--- config.mk ---
export PLATFORM = sky130hd
export DESIGN_NAME = alist_divider
export DESIGN_NICKNAME = d
export VERILOG_FILES = /design/src/rtl/core/alist_pkg.sv /design/src/rtl/core/alist_divider.sv
export SDC_FILE = /design/constraint.sdc
export NUM_CORES = 1
export LEC_CHECK = 0
export ABC_AREA = 0
export BUFFER_PORTS_ARGS = -buffer_cell sky130_fd_sc_hd__buf_2
export CAP_MARGIN = 10
export CELL_PAD_IN_SITES_DETAIL_PLACEMENT = 2
export CELL_PAD_IN_SITES_GLOBAL_PLACEMENT = 2
export CORE_ASPECT_RATIO = 1.25
export CORE_MARGIN = 10
export CORE_UTILIZATION = 33
export CTS_CLUSTER_DIAMETER = 40
export DETAILED_ROUTE_END_ITERATION = 16
export GPL_ROUTABILITY_DRIVEN = 0
export PLACE_DENSITY = 0.77
export SETUP_SLACK_MARGIN = 0.2
export SLEW_MARGIN = 20
export SYNTH_ARGS = -nofsm -noshare
export SYNTH_HDL_FRONTEND = slang
export SYNTH_SLANG_ARGS = --single-unit
--- constraint.sdc ---
create_clock -name clk -period 2 [get_ports clk]
set_input_delay 0.3 -clock clk [delete_from_list [all_inputs] [get_ports clk]]
set_output_delay 0.3 -clock clk [all_outputs]
set_load 0.005 [all_outputs]
--- src/rtl/core/alist_pkg.sv ---
// shared types and constants for the array list engine
package alist_pkg;

    localparam int CAPACITY    = 256;
    localparam int VALUE_WIDTH = 32;
    localparam int ADDR_W      = 8;
    localparam int CNT_W       = 9;
    localparam int ROT_W       = 16;

    typedef enum logic [2:0] {
        OP_INSERT         = 3'd0,
        OP_REMOVE         = 3'd1,
        OP_FIND           = 3'd2,
        OP_ROTATE_RIGHT   = 3'd3,
        OP_ROTATE_LEFT    = 3'd4,
        OP_FIND_TRANSPOSE = 3'd5
    } opcode_t;

    typedef enum logic [1:0] {
        ST_OK        = 2'd0,
        ST_NOT_FOUND = 2'd1,
        ST_FULL      = 2'd2,
        ST_BAD_INDEX = 2'd3
    } status_t;

    typedef enum logic [2:0] {
        S_IDLE,
        S_DIVIDE,
        S_SCAN,
        S_COPY,
        S_FILL,
        S_DONE
    } state_t;

    typedef struct packed {
        logic [2:0]                    opcode;
        logic signed [VALUE_WIDTH-1:0] item_value;
        logic [CNT_W-1:0]              position;
        logic [ROT_W-1:0]              rotate_count;
    } in_item_t;

    typedef struct packed {
        logic [1:0]        status;
        logic [ADDR_W-1:0] result_index;
        logic [CNT_W-1:0]  list_length;
    } out_item_t;

    typedef struct packed {
        logic             done;
        logic [CNT_W-1:0] remainder;
    } div_out_t;

endpackage

--- src/rtl/core/alist_divider.sv ---
// bit-serial remainder of the rotate count by the list length
module alist_divider
    import alist_pkg::*;
(
    input  logic             clk,
    input  logic             rst_n,
    input  logic             go,
    input  logic [ROT_W-1:0] dividend,
    input  logic [CNT_W-1:0] divisor,
    output div_out_t         div_out
);

    logic             busy_reg, busy_next;
    logic             done_reg, done_next;
    logic [3:0]       step_reg, step_next;
    logic [ROT_W-1:0] dvd_reg, dvd_next;
    logic [CNT_W-1:0] rem_reg, rem_next;
    logic [CNT_W-1:0] dsr_reg, dsr_next;
    logic [CNT_W:0]   trial;

    always_comb
    begin
        busy_next = busy_reg;
        done_next = 1'b0;
        step_next = step_reg;
        dvd_next  = dvd_reg;
        rem_next  = rem_reg;
        dsr_next  = dsr_reg;
        trial     = {rem_reg, dvd_reg[ROT_W-1]};
        if (busy_reg)
        begin
            if (trial >= {1'b0, dsr_reg})
            begin
                trial = trial - {1'b0, dsr_reg};
            end
            rem_next  = trial[CNT_W-1:0];
            dvd_next  = {dvd_reg[ROT_W-2:0], 1'b0};
            step_next = step_reg + 4'd1;
            if (step_reg == 4'd15)
            begin
                busy_next = 1'b0;
                done_next = 1'b1;
            end
        end
        else if (go)
        begin
            busy_next = 1'b1;
            step_next = 4'd0;
            dvd_next  = dividend;
            rem_next  = '0;
            dsr_next  = divisor;
        end
    end

    always_ff @(posedge clk or negedge rst_n)
    begin
        if (!rst_n)
        begin
            busy_reg <= 1'b0;
            done_reg <= 1'b0;
            step_reg <= '0;
        end
        else
        begin
            busy_reg <= busy_next;
            done_reg <= done_next;
            step_reg <= step_next;
        end
    end

    always_ff @(posedge clk)
    begin
        dvd_reg <= dvd_next;
        rem_reg <= rem_next;
        dsr_reg <= dsr_next;
    end

    assign div_out.done      = done_reg;
    assign div_out.remainder = rem_reg;

endmodule

==> summary.txt, run 1 <==
Flip-flop count of the largest register after layout - 16
P&R area growth vs syn - 30.9%
Origin of the critical flop-to-flop path - dvd_reg[15]
Width of the chip - 90.7 um
Average cell area after synthesis - 12.0 um2
Leakage - 1.13 nW
Wire length of the first global-routing pass - 9.83 mm
HPWL reported at the end of detailed placement - 4.62 mm
Mapped Nets - 210
Timing endpoint of the critical path - rem_reg[2]
Synthesized netlist cell count - 171
Initial Util - 0.336
Path type of the worst min-delay path - input pin to flop
Share of the synthesized area in the top cell type - 0.481
TritonCTS clock tree - built
Number of antenna violations at the first check in global routing - 0
Setup TNS - -1.26 ns
I/O pin cnt - 38
Row count - 32
Number of global-route vias before repair - 1853
DIE AREA - 9820 um2
Final Hold Vio Count - 0
Max Root-Sink Buffers - 2
Number of port buffers - 37
Antenna Diode Count - 0
Remaining DRCs - 0
Most used standard cell by instance count after synthesis - sky130_fd_sc_hd__edfxtp_1
Nets@finish - 273
Violation count after the first detailed-routing iteration - 66
Post-synthesis cell type count - 45
Worst Max-Slew Pin Slew - 0.453 ns
Top post-synthesis cells by count - sky130_fd_sc_hd__edfxtp_1 (33), sky130_fd_sc_hd__a22o_1 (16), sky130_fd_sc_hd__inv_1 (15)
Worst setup EP type - flop
Share of final-layout standard cells stronger than drive strength 1 - 0.413
Reg2reg end - rem_reg[2]
Vias post-DR - 1653
Unrepaired setup endpoints after global routing - true
Power density normalized to cell area - 1640 nW/um2
Category of the worst setup path launch point - flop
Overall Global Routing Usage - 0.126
Violations in the final reports - setup timing
Via/cell ratio - 5.17
Root buffer selected by CTS - sky130_fd_sc_hd__clkbuf_8
First-pass iteration count of the detailed router - 4
Worst rel slew slack - 0.697
WL per Instance - 19.3 um
Arr. time, crit path - 2.32 ns
Filler instances - 644
Flip-flop and latch count after synthesis - 40
FF-to-FF setup slack - -0.18 ns
Highest clock rate - 459 MHz
Largest fanout on the critical path - 4
Global-route congestion overflow total - 0
Crit path launch - dvd_reg[15]
Core Area - 6130 um2
Most common flop cell mapped by yosys - sky130_fd_sc_hd__edfxtp_1
Footprint of the multi-input gates - 898 um2
Fin. max-slew vios - 0
Final Cycle Share - 1.09
Number of enable-type register cells in the synthesized netlist - 33
Number of buffers inserted during clock tree synthesis - 5
Required time at the worst-slack endpoint - 2.14 ns
Async set or reset register ratio after synthesis - 0.150
Maximum VDD drop - 0.000512 V
H-tree Lvls - 2
Insertion delay of the later-clocked pin in the worst-skew pair - 0.30 ns
Final critical delay including setup and external delays - 2.18 ns
Post-CTS clock slew at the launch and capture registers of the worst setup and hold paths - 0.08 ns
Remaining antenna violation count after routing - 0
Status - finished, violations left
Storage element area - 1160 um2
Die Span Y - 108 um
Max-cap violation count - 0
Placement Setup Slack - -0.230 ns
Setup Skew - 0.00520 ns
Post-synth top area cell - sky130_fd_sc_hd__edfxtp_1
Sink Count - 40
Top cells by area, synth - sky130_fd_sc_hd__edfxtp_1 (48%), sky130_fd_sc_hd__dfrtp_1 (7.3%), sky130_fd_sc_hd__a22o_1 (6.8%), sky130_fd_sc_hd__ha_1 (6.1%), sky130_fd_sc_hd__inv_1 (2.7%)
WL final - 6.17 mm
Sequential cell area fraction in the yosys report - 0.564
Critical path class - flop to flop
Final worst-path setup slack - -0.180 ns
Maximum number of pins on one net before global-route repair - 25
Number of warnings reported in the yosys synthesis log - 0
Combined area of all synthesized cells - 2060 um2
Number of cells on the worst reg-to-reg path - 9
Total power after layout - 4.42 mW
Final-report setup violation count - 9
Post-layout util - 0.440
-- through the flow --
step                area, um2  hold slack (ns)  cells
floorplan                2100          0.00441    171
global placement         2520            0.131    309
detailed placement       2520            0.131    309
CTS                      2670            0.167    318
global route             2700            0.165    320
finish                   2700            0.175    320
-- cell usage in the layout, fill, tap and decap left out, drive strengths merged, types with 2 or more instances in the layout --
cell type	Yosys	final
a211o	2	2
a211oi	4	4
a21o	2	2
a21oi	12	12
a22o	16	16
a31oi	2	2
and3	2	2
buf	3	63
clkbuf	5	6
dfrtp	6	6
edfxtp	33	33
ha	10	10
inv	15	15
nand2	8	8
nand3	7	7
nand4	5	5
nor2	6	6
nor3	3	3
o211ai	3	3
o21ai	10	10
xnor2	3	3
-- layout make-up --
cell class | count | area share
flip-flops and latches | 40 | 0.431
multi-input cells | 108 | 0.333
repair buffers | 64 | 0.145
well taps | 85 | 0.0394
clock buffers | 6 | 0.0269
inverters | 15 | 0.0209
clock inverters | 2 | 0.00418
-- critical path, stage by stage, from the launching register on --
cell	delay [ns]
sky130_fd_sc_hd__edfxtp_1	0.40
sky130_fd_sc_hd__inv_1	0.08
sky130_fd_sc_hd__ha_2	0.18
sky130_fd_sc_hd__inv_2	0.04
sky130_fd_sc_hd__fa_2	0.36
sky130_fd_sc_hd__a21oi_2	0.16
sky130_fd_sc_hd__o211ai_1	0.13
sky130_fd_sc_hd__o211ai_1	0.24
sky130_fd_sc_hd__nand2_2	0.22
sky130_fd_sc_hd__a211oi_2	0.22
-- layer usage --
layer	vias to the layer above	global-route usage	share of wire
li1	777	-	-
met1	821	0.137	0.40
met2	45	0.229	0.52
met3	10	0.0347	0.056
met4	0	0.0478	0.023
met5	-	0	0
-- cells by family after synthesis --
family,Yosys count,synth area share
DFF,40,0.564
muxes,1,0.00486
xor gates and xnor gates,4,0.0170
buffers and inverters,23,0.0462
adders and majority gates,11,0.0705
AOI/OAI and AO/OA,57,0.209
and+or+nand+nor,35,0.0887
-- worst min-delay path by stage --
| stage | startpoint | endpoint | slack, ns | depth (start not counted) |
|---|---|---|---|---|
| CTS | divisor[2] | dsr_reg[2] | 0.17 | 1 |
| floorplan | rst_n | busy_reg | 0.004 | 0 |
| global route | divisor[6] | dsr_reg[6] | 0.17 | 1 |
| detailed placement | rst_n | step_reg[2] | 0.13 | 1 |
| finish | divisor[6] | dsr_reg[6] | 0.17 | 1 |
| global placement | rst_n | done_reg | 0.13 | 1 |
-- timing repair --
action                                  in CTS  in global routing
pin swaps                                   12                  5
buffers inserted                             0                  2
endpoints found under the setup margin       9                  9
hold endpoints to repair                     6                  0
cloned                                       0                  0
resized for setup                           13                  3
hold buffers                                 1                  0
-- where the power goes --
part | internal [mW] | switching, mW
Sequential | 1.33 | 0.198
Combinational | 1.13 | 1.23
Clock | 0.242 | 0.292
Total | 2.70 | 1.72
(Power assumes the default switching activity.)
==> inputs of run 2 (changes only) <==
CTS_CLUSTER_DIAMETER = 30   (was 40)
PLACE_DENSITY = 0.85   (was 0.77)
==> summary.txt, run 2 (synthesis gave the netlist of run 1 again) <==
Overall Global Routing Usage - 0.138 (was 0.126)
Placed cell area - 2520 um2 (about the same)
Leading cell type in the layout, fill and taps excluded - sky130_fd_sc_hd__buf_2 (unchanged)
Category of the worst setup path launch point - flop (unchanged)
Final Cycle Share - 1.11 (was 1.09)
Sink Count - 40 (unchanged)
Worst Max-Slew Pin Slew - 0.434 ns (was 0.453 ns)
Maximum VDD drop - 0.000823 V (was 0.000512 V)
Leakage - 1.15 nW (was 1.13 nW)
Violations in the final reports - setup timing (unchanged)
Power density normalized to cell area - 1720 nW/um2 (was 1640 nW/um2)
Remaining DRCs - 0 (unchanged)
FF-to-FF setup slack - -0.22 ns (was -0.18 ns)
Initial Util - 0.336 (unchanged)
Top library cells by usage in the layout, fill and taps aside - sky130_fd_sc_hd__buf_2 (37), sky130_fd_sc_hd__edfxtp_1 (33), sky130_fd_sc_hd__buf_4 (24) (was sky130_fd_sc_hd__buf_2 (37), sky130_fd_sc_hd__edfxtp_1 (33), sky130_fd_sc_hd__buf_4 (26))
I/O pin cnt - 38 (unchanged)
Antenna Diode Count - 0 (unchanged)
Path type of the worst min-delay path - input pin to flop (unchanged)
Number of buffers inserted during clock tree synthesis - 5 (unchanged)
Kind of cell adding the most delay to the critical path - compound AO/OA/AOI/OAI gates (unchanged)
Worst rel slew slack - 0.709 (was 0.697)
M1 GR Usage - 0.146 (was 0.137)
Root buffer selected by CTS - sky130_fd_sc_hd__clkbuf_8 (unchanged)
Placement Setup Slack - -0.140 ns (was -0.230 ns)
Met2 Usage GRT - 0.265 (was 0.229)
Core Area - 6130 um2 (unchanged)
Met3 track demand over resource in global routing - 0.0250 (was 0.0347)
Reported net switching power - 1.94 mW (was 1.72 mW)
Reg2reg end - rem_reg[2] (unchanged)
Final critical delay including setup and external delays - 2.22 ns (was 2.18 ns)
P&R area growth vs syn - 34.9% (was 30.9%)
Fin. max-slew vios - 0 (unchanged)
Switching fraction of total power - 0.406 (was 0.388)
Number of antenna violations at the first check in global routing - 0 (unchanged)
Global-route congestion overflow total - 0 (unchanged)
Series of cell instances along the critical path - ha_1 -> nand2_1 -> o211ai_1 -> o211a_2 -> nor3_2 -> a211oi_2 (was inv_1 -> ha_2 -> inv_2 -> fa_2 -> a21oi_2 -> o211ai_1 -> o211ai_1 -> nand2_2 -> a211oi_2)
Nets@finish - 273 (unchanged)
Final Hold Vio Count - 0 (unchanged)
Number of cells on the worst reg-to-reg path - 6 (was 9)
WL final - 7.20 mm (was 6.17 mm)
Crit path launch - rem_reg[3] (was dvd_reg[15])
Wire length of the first global-routing pass - 10.7 mm (was 9.83 mm)
Maximum number of pins on one net before global-route repair - 25 (unchanged)
Width of the chip - 90.7 um (unchanged)
Status - finished, violations left (unchanged)
Violation count after the first detailed-routing iteration - 135 (was 66)
Highest clock rate - 451 MHz (was 459 MHz)
Insertion delay of the later-clocked pin in the worst-skew pair - 0.30 ns (about the same)
Arr. time, crit path - 2.33 ns (was 2.32 ns)
Row count - 32 (unchanged)
Max-cap violation count - 0 (unchanged)
Longest individual stage delay on the worst path - 0.46 ns (was 0.40 ns)
Origin of the critical flop-to-flop path - rem_reg[3] (was dvd_reg[15])
Vias post-DR - 1713 (was 1653)
DIE AREA - 9820 um2 (unchanged)
Total power after layout - 4.77 mW (was 4.42 mW)
Busiest layer in global routing - met2 (unchanged)
Fraction of power consumed by the clock network - 0.110 (was 0.121)
Instance count on the critical path - 6 (was 9)
Share of final-layout standard cells stronger than drive strength 1 - 0.430 (was 0.413)
Post-CTS clock slew at the launch and capture registers of the worst setup and hold paths - 0.09 ns (was 0.08 ns)
Final worst-path setup slack - -0.216 ns (was -0.180 ns)
Final-report setup violation count - 9 (unchanged)
Worst setup EP type - flop (unchanged)
Worst-path cell with the longest stage delay - sky130_fd_sc_hd__ha_1 (was sky130_fd_sc_hd__edfxtp_1)
Number of port buffers - 37 (unchanged)
Sequential fraction of design power - 0.325 (was 0.346)
HPWL reported at the end of detailed placement - 4.78 mm (was 4.62 mm)
Via/cell ratio - 5.35 (was 5.17)
Remaining antenna violation count after routing - 0 (unchanged)
Internal Pwr Total - 2.84 mW (was 2.70 mW)
First-pass iteration count of the detailed router - 4 (unchanged)
Largest fanout on the critical path - 8 (was 4)
Final design area excluding fillers - 2780 um2 (was 2700 um2)
Filler instances - 616 (was 644)
Buffer and inverter count on the worst path - 0 (was 2)
Setup Skew - 0.0143 ns (was 0.00520 ns)
Combinational fraction of design power - 0.565 (was 0.533)
Required time at the worst-slack endpoint - 2.12 ns (was 2.14 ns)
Max Root-Sink Buffers - 2 (unchanged)
Number of global-route vias before repair - 1969 (was 1853)
Unrepaired setup endpoints after global routing - true (unchanged)
H-tree Lvls - 2 (unchanged)
Timing endpoint of the critical path - rem_reg[2] (unchanged)
Critical path class - flop to flop (unchanged)
Die Span Y - 108 um (unchanged)
WL per Instance - 22.5 um (was 19.3 um)
TritonCTS clock tree - built (unchanged)
Cell count of the worst hold path - 1 (unchanged)
Flip-flop count of the largest register after layout - 16 (unchanged)
## run 2: cell types whose count changed in the layout (fill, tap and decap cells not counted), moves of 2 or more
cell / previous run / this run
sky130_fd_sc_hd__ha_4: 1 / 3
sky130_fd_sc_hd__buf_4: 26 / 24
sky130_fd_sc_hd__buf_12: 0 / 2
sky130_fd_sc_hd__nor3_1: 2 / 0
sky130_fd_sc_hd__nand3_4: 0 / 2
sky130_fd_sc_hd__nor3_2: 1 / 3
## run 2: worst min path at each step
stage               startpoint          to  slack (ns)
detailed placement       rst_n    done_reg        0.13
floorplan                rst_n    busy_reg       0.004
CTS                 divisor[6]  dsr_reg[6]        0.18
finish              divisor[6]  dsr_reg[6]        0.17
global placement         rst_n    done_reg        0.13
global route        divisor[6]  dsr_reg[6]        0.16
## run 2: stage by stage
step	setup TNS, ns	utilization	hold WS [ns]	cells
4_1_cts	-0.881	0.446	0.176	319
3_3_place_gp	-0.111	0.412	0.132	306
5_1_grt	-2.33	0.454	0.162	320
6_report	-1.58	0.454	0.171	320
3_5_place_dp	-0.767	0.412	0.129	306
2_1_floorplan	0	-	0.00441	171
## run 2: timing repair
action	4_1_cts	5_1_grt
endpoints found under the hold margin	6	0
cloned	0	0
gates resized for setup	18	7
buffers inserted	4	1
hold buffers	1	0
setup endpoints to repair	9	9
pin swaps	11	5
## run 2: final cells by class
cell class	instances	area [um2]	area share
clock buffers	7	76.3	0.0275
clock inverters	1	3.75	0.00135
inverters	15	56.3	0.0203
multi-input cells	108	960	0.345
flip-flops and latches	40	1160	0.418
well taps	85	106	0.0383
repair buffers	64	415	0.149
## run 2: per-layer routing
layer | wire length (um) | share of wire
met1 | 2880 | 0.40
met2 | 3850 | 0.53
met3 | 267 | 0.037
met4 | 206 | 0.029
met5 | 0 | 0
## run 2: power by group through the flow
stage | logic (mW) | clock network, mW | registers (mW)
2_1_floorplan | 1.33 | 0 | 1.51
3_3_place_gp | 2.06 | 0 | 1.53
3_5_place_dp | 2.18 | 0 | 1.55
4_1_cts | 2.49 | 0.523 | 1.54
5_1_grt | 2.91 | 0.567 | 1.58
6_report | 2.70 | 0.525 | 1.55
## run 2: worst reg2reg max path, stage by stage, from the launching register on
cell                       delay, ns
sky130_fd_sc_hd__edfxtp_1       0.42
sky130_fd_sc_hd__ha_1           0.46
sky130_fd_sc_hd__nand2_1        0.13
sky130_fd_sc_hd__o211ai_1       0.26
sky130_fd_sc_hd__o211a_2        0.42
sky130_fd_sc_hd__nor3_2         0.10
sky130_fd_sc_hd__a211oi_2       0.24
==> inputs of run 3 (changes only) <==
PLACE_DENSITY = not set   (was 0.85)
PLACE_DENSITY_LB_ADDON = 0.05   (was not set)
==> summary.txt, run 3 (synthesis gave the netlist of run 1 again) <==
Status - finished, violations left (unchanged)
Violations in the final reports - setup timing (unchanged)
Category of the worst setup path launch point - flop (unchanged)
First-pass iteration count of the detailed router - 4 (unchanged)
Antenna Diode Count - 0 (unchanged)
WL final - 6.06 mm (was 7.20 mm)
Hold Path Sink - dsr_reg[3] (was dsr_reg[6])
Number of antenna violations at the first check in global routing - 0 (unchanged)
Violation count after the first detailed-routing iteration - 41 (was 135)
Core Area - 6130 um2 (unchanged)
Remaining DRCs - 0 (unchanged)
Power density normalized to cell area - 1630 nW/um2 (was 1720 nW/um2)
Longest individual stage delay on the worst path - 0.42 ns (was 0.46 ns)
H-tree Lvls - 2 (unchanged)
Number of global-route vias before repair - 1948 (was 1969)
Leading cell type in the layout, fill and taps excluded - sky130_fd_sc_hd__buf_2 (unchanged)
Number of port buffers - 37 (unchanged)
I/O pin cnt - 38 (unchanged)
Series of cell instances along the critical path - inv_2 -> ha_4 -> inv_2 -> fa_2 -> a21oi_2 -> o211ai_1 -> o211a_4 -> o211ai_1 -> a21oi_1 (was ha_1 -> nand2_1 -> o211ai_1 -> o211a_2 -> nor3_2 -> a211oi_2)
Kind of cell adding the most delay to the critical path - compound AO/OA/AOI/OAI gates (unchanged)
Number of cells on the worst reg-to-reg path - 9 (was 6)
Final worst-path setup slack - -0.146 ns (was -0.216 ns)
Via/cell ratio - 5.07 (was 5.35)
Footprint of the multi-input gates - 956 um2 (was 960 um2)
Remaining antenna violation count after routing - 0 (unchanged)
Path type of the worst min-delay path - input pin to flop (unchanged)
Initial Util - 0.336 (unchanged)
Top library cells by usage in the layout, fill and taps aside - sky130_fd_sc_hd__buf_2 (37), sky130_fd_sc_hd__edfxtp_1 (33), sky130_fd_sc_hd__buf_4 (28) (was sky130_fd_sc_hd__buf_2 (37), sky130_fd_sc_hd__edfxtp_1 (33), sky130_fd_sc_hd__buf_4 (24))
Post-layout util - 0.458 (was 0.454)
Vias post-DR - 1642 (was 1713)
Storage element area - 1160 um2 (unchanged)
Buffer and inverter count on the worst path - 2 (was 0)
Maximum VDD drop - 0.000647 V (was 0.000823 V)
Reg2reg end - rem_reg[3] (was rem_reg[2])
Maximum number of pins on one net before global-route repair - 20 (was 25)
Worst hold margin - 0.192 ns (was 0.171 ns)
Final design area excluding fillers - 2810 um2 (was 2780 um2)
Worst-path cell with the longest stage delay - sky130_fd_sc_hd__edfxtp_1 (was sky130_fd_sc_hd__ha_1)
Largest fanout on the critical path - 8 (unchanged)
Arr. time, crit path - 2.18 ns (was 2.33 ns)
Instance count on the critical path - 9 (was 6)
Nets@finish - 277 (was 273)
Final-report setup violation count - 9 (unchanged)
Post-CTS clock slew at the launch and capture registers of the worst setup and hold paths - 0.08 ns (was 0.09 ns)
Overall Global Routing Usage - 0.130 (was 0.138)
Number of buffers inserted during clock tree synthesis - 5 (unchanged)
FF-to-FF setup slack - -0.15 ns (was -0.22 ns)
Launch point of the worst hold path - divisor[3] (was divisor[6])
Max Root-Sink Buffers - 2 (unchanged)
Flip-flop count of the largest register after layout - 16 (unchanged)
DIE AREA - 9820 um2 (unchanged)
Placed cell area - 2540 um2 (was 2520 um2)
Insertion delay of the later-clocked pin in the worst-skew pair - 0.28 ns (was 0.30 ns)
Global-route congestion overflow total - 0 (unchanged)
WL per Instance - 18.7 um (was 22.5 um)
P&R area growth vs syn - 36.3% (was 34.9%)
Worst Max-Slew Pin Slew - 0.442 ns (was 0.434 ns)
Final Hold Vio Count - 0 (unchanged)
Sink Count - 40 (unchanged)
Row count - 32 (unchanged)
Critical path class - flop to flop (unchanged)
Max-cap violation count - 0 (unchanged)
Final Cycle Share - 1.07 (was 1.11)
Setup Skew - 0.00647 ns (was 0.0143 ns)
Worst setup EP type - flop (unchanged)
Filler instances - 638 (was 616)
Share of final-layout standard cells stronger than drive strength 1 - 0.456 (was 0.430)
Required time at the worst-slack endpoint - 2.03 ns (was 2.12 ns)
Unrepaired setup endpoints after global routing - true (unchanged)
Wire length of the first global-routing pass - 10.3 mm (was 10.7 mm)
Root buffer selected by CTS - sky130_fd_sc_hd__clkbuf_8 (unchanged)
HPWL reported at the end of detailed placement - 4.73 mm (was 4.78 mm)
Die Span Y - 108 um (unchanged)
Cell count of the worst hold path - 1 (unchanged)
Fin. max-slew vios - 0 (unchanged)
Final critical delay including setup and external delays - 2.15 ns (was 2.22 ns)
Origin of the critical flop-to-flop path - dvd_reg[15] (was rem_reg[3])
Highest clock rate - 466 MHz (was 451 MHz)
Leakage - 1.18 nW (was 1.15 nW)
TritonCTS clock tree - built (unchanged)
Worst rel slew slack - 0.704 (was 0.709)
Width of the chip - 90.7 um (unchanged)
Total power after layout - 4.58 mW (was 4.77 mW)
run 3: cell types whose count changed in the layout (fill, tap and decap cells not counted), moves of 2 or more:
cell,change
sky130_fd_sc_hd__buf_4,+4
sky130_fd_sc_hd__ha_1,-2
sky130_fd_sc_hd__ha_2,+2
sky130_fd_sc_hd__clkinv_2,+2
sky130_fd_sc_hd__nand3_2,+2
sky130_fd_sc_hd__clkbuf_1,-2
sky130_fd_sc_hd__nand3_4,-2
run 3: worst max-delay path by stage:
stage                           start         end  slack [ns]
after CTS                 dvd_reg[15]  rem_reg[3]       -0.11
after floorplan            rem_reg[6]  rem_reg[7]        0.05
final                     dvd_reg[15]  rem_reg[3]       -0.15
after global routing      dvd_reg[15]  rem_reg[0]       -0.27
after detailed placement  dvd_reg[15]  rem_reg[2]       -0.19
after global placement    dvd_reg[15]  rem_reg[8]       -0.08
run 3: routing by layer:
metal  track usage  up-vias  part of all wire  routed length, um
li1              -      784                 -                  -
met1         0.149      815              0.42               2560
met2         0.232       36              0.52               3180
met3        0.0305        7             0.039                235
met4        0.0467        0             0.015                 89
met5             0        -                 0                  0
run 3: area by class of cell:
cell class,count,area share
multi-input combinational,108,0.340
timing repair buffer,68,0.159
clock inverter,3,0.00490
sequential,40,0.414
inverter,15,0.0201
tap,85,0.0379
clock buffer,5,0.0245
run 3: per-stage QoR:
step / setup slack [ns] / setup TNS, ns / instances
2_1_floorplan: 0.0488 / 0 / 171
5_1_grt: -0.266 / -2.22 / 324
3_5_place_dp: -0.188 / -1.29 / 308
6_report: -0.146 / -1.01 / 324
3_3_place_gp: -0.0804 / -0.362 / 308
4_1_cts: -0.109 / -0.742 / 322
run 3: repair_timing:
action                     in CTS  in global routing
hold endpoints to repair        6                  0
gates resized for setup        19                  7
cloned                          0                  0
hold buffers                    1                  0
setup endpoints to repair       9                  9
pin swaps                      13                  7
buffers inserted                5                  2
run 3: power breakdown:
group | switching, mW | internal [mW]
logic | 1.28 | 1.27
clock network | 0.267 | 0.237
registers | 0.191 | 1.33
total | 1.74 | 2.83
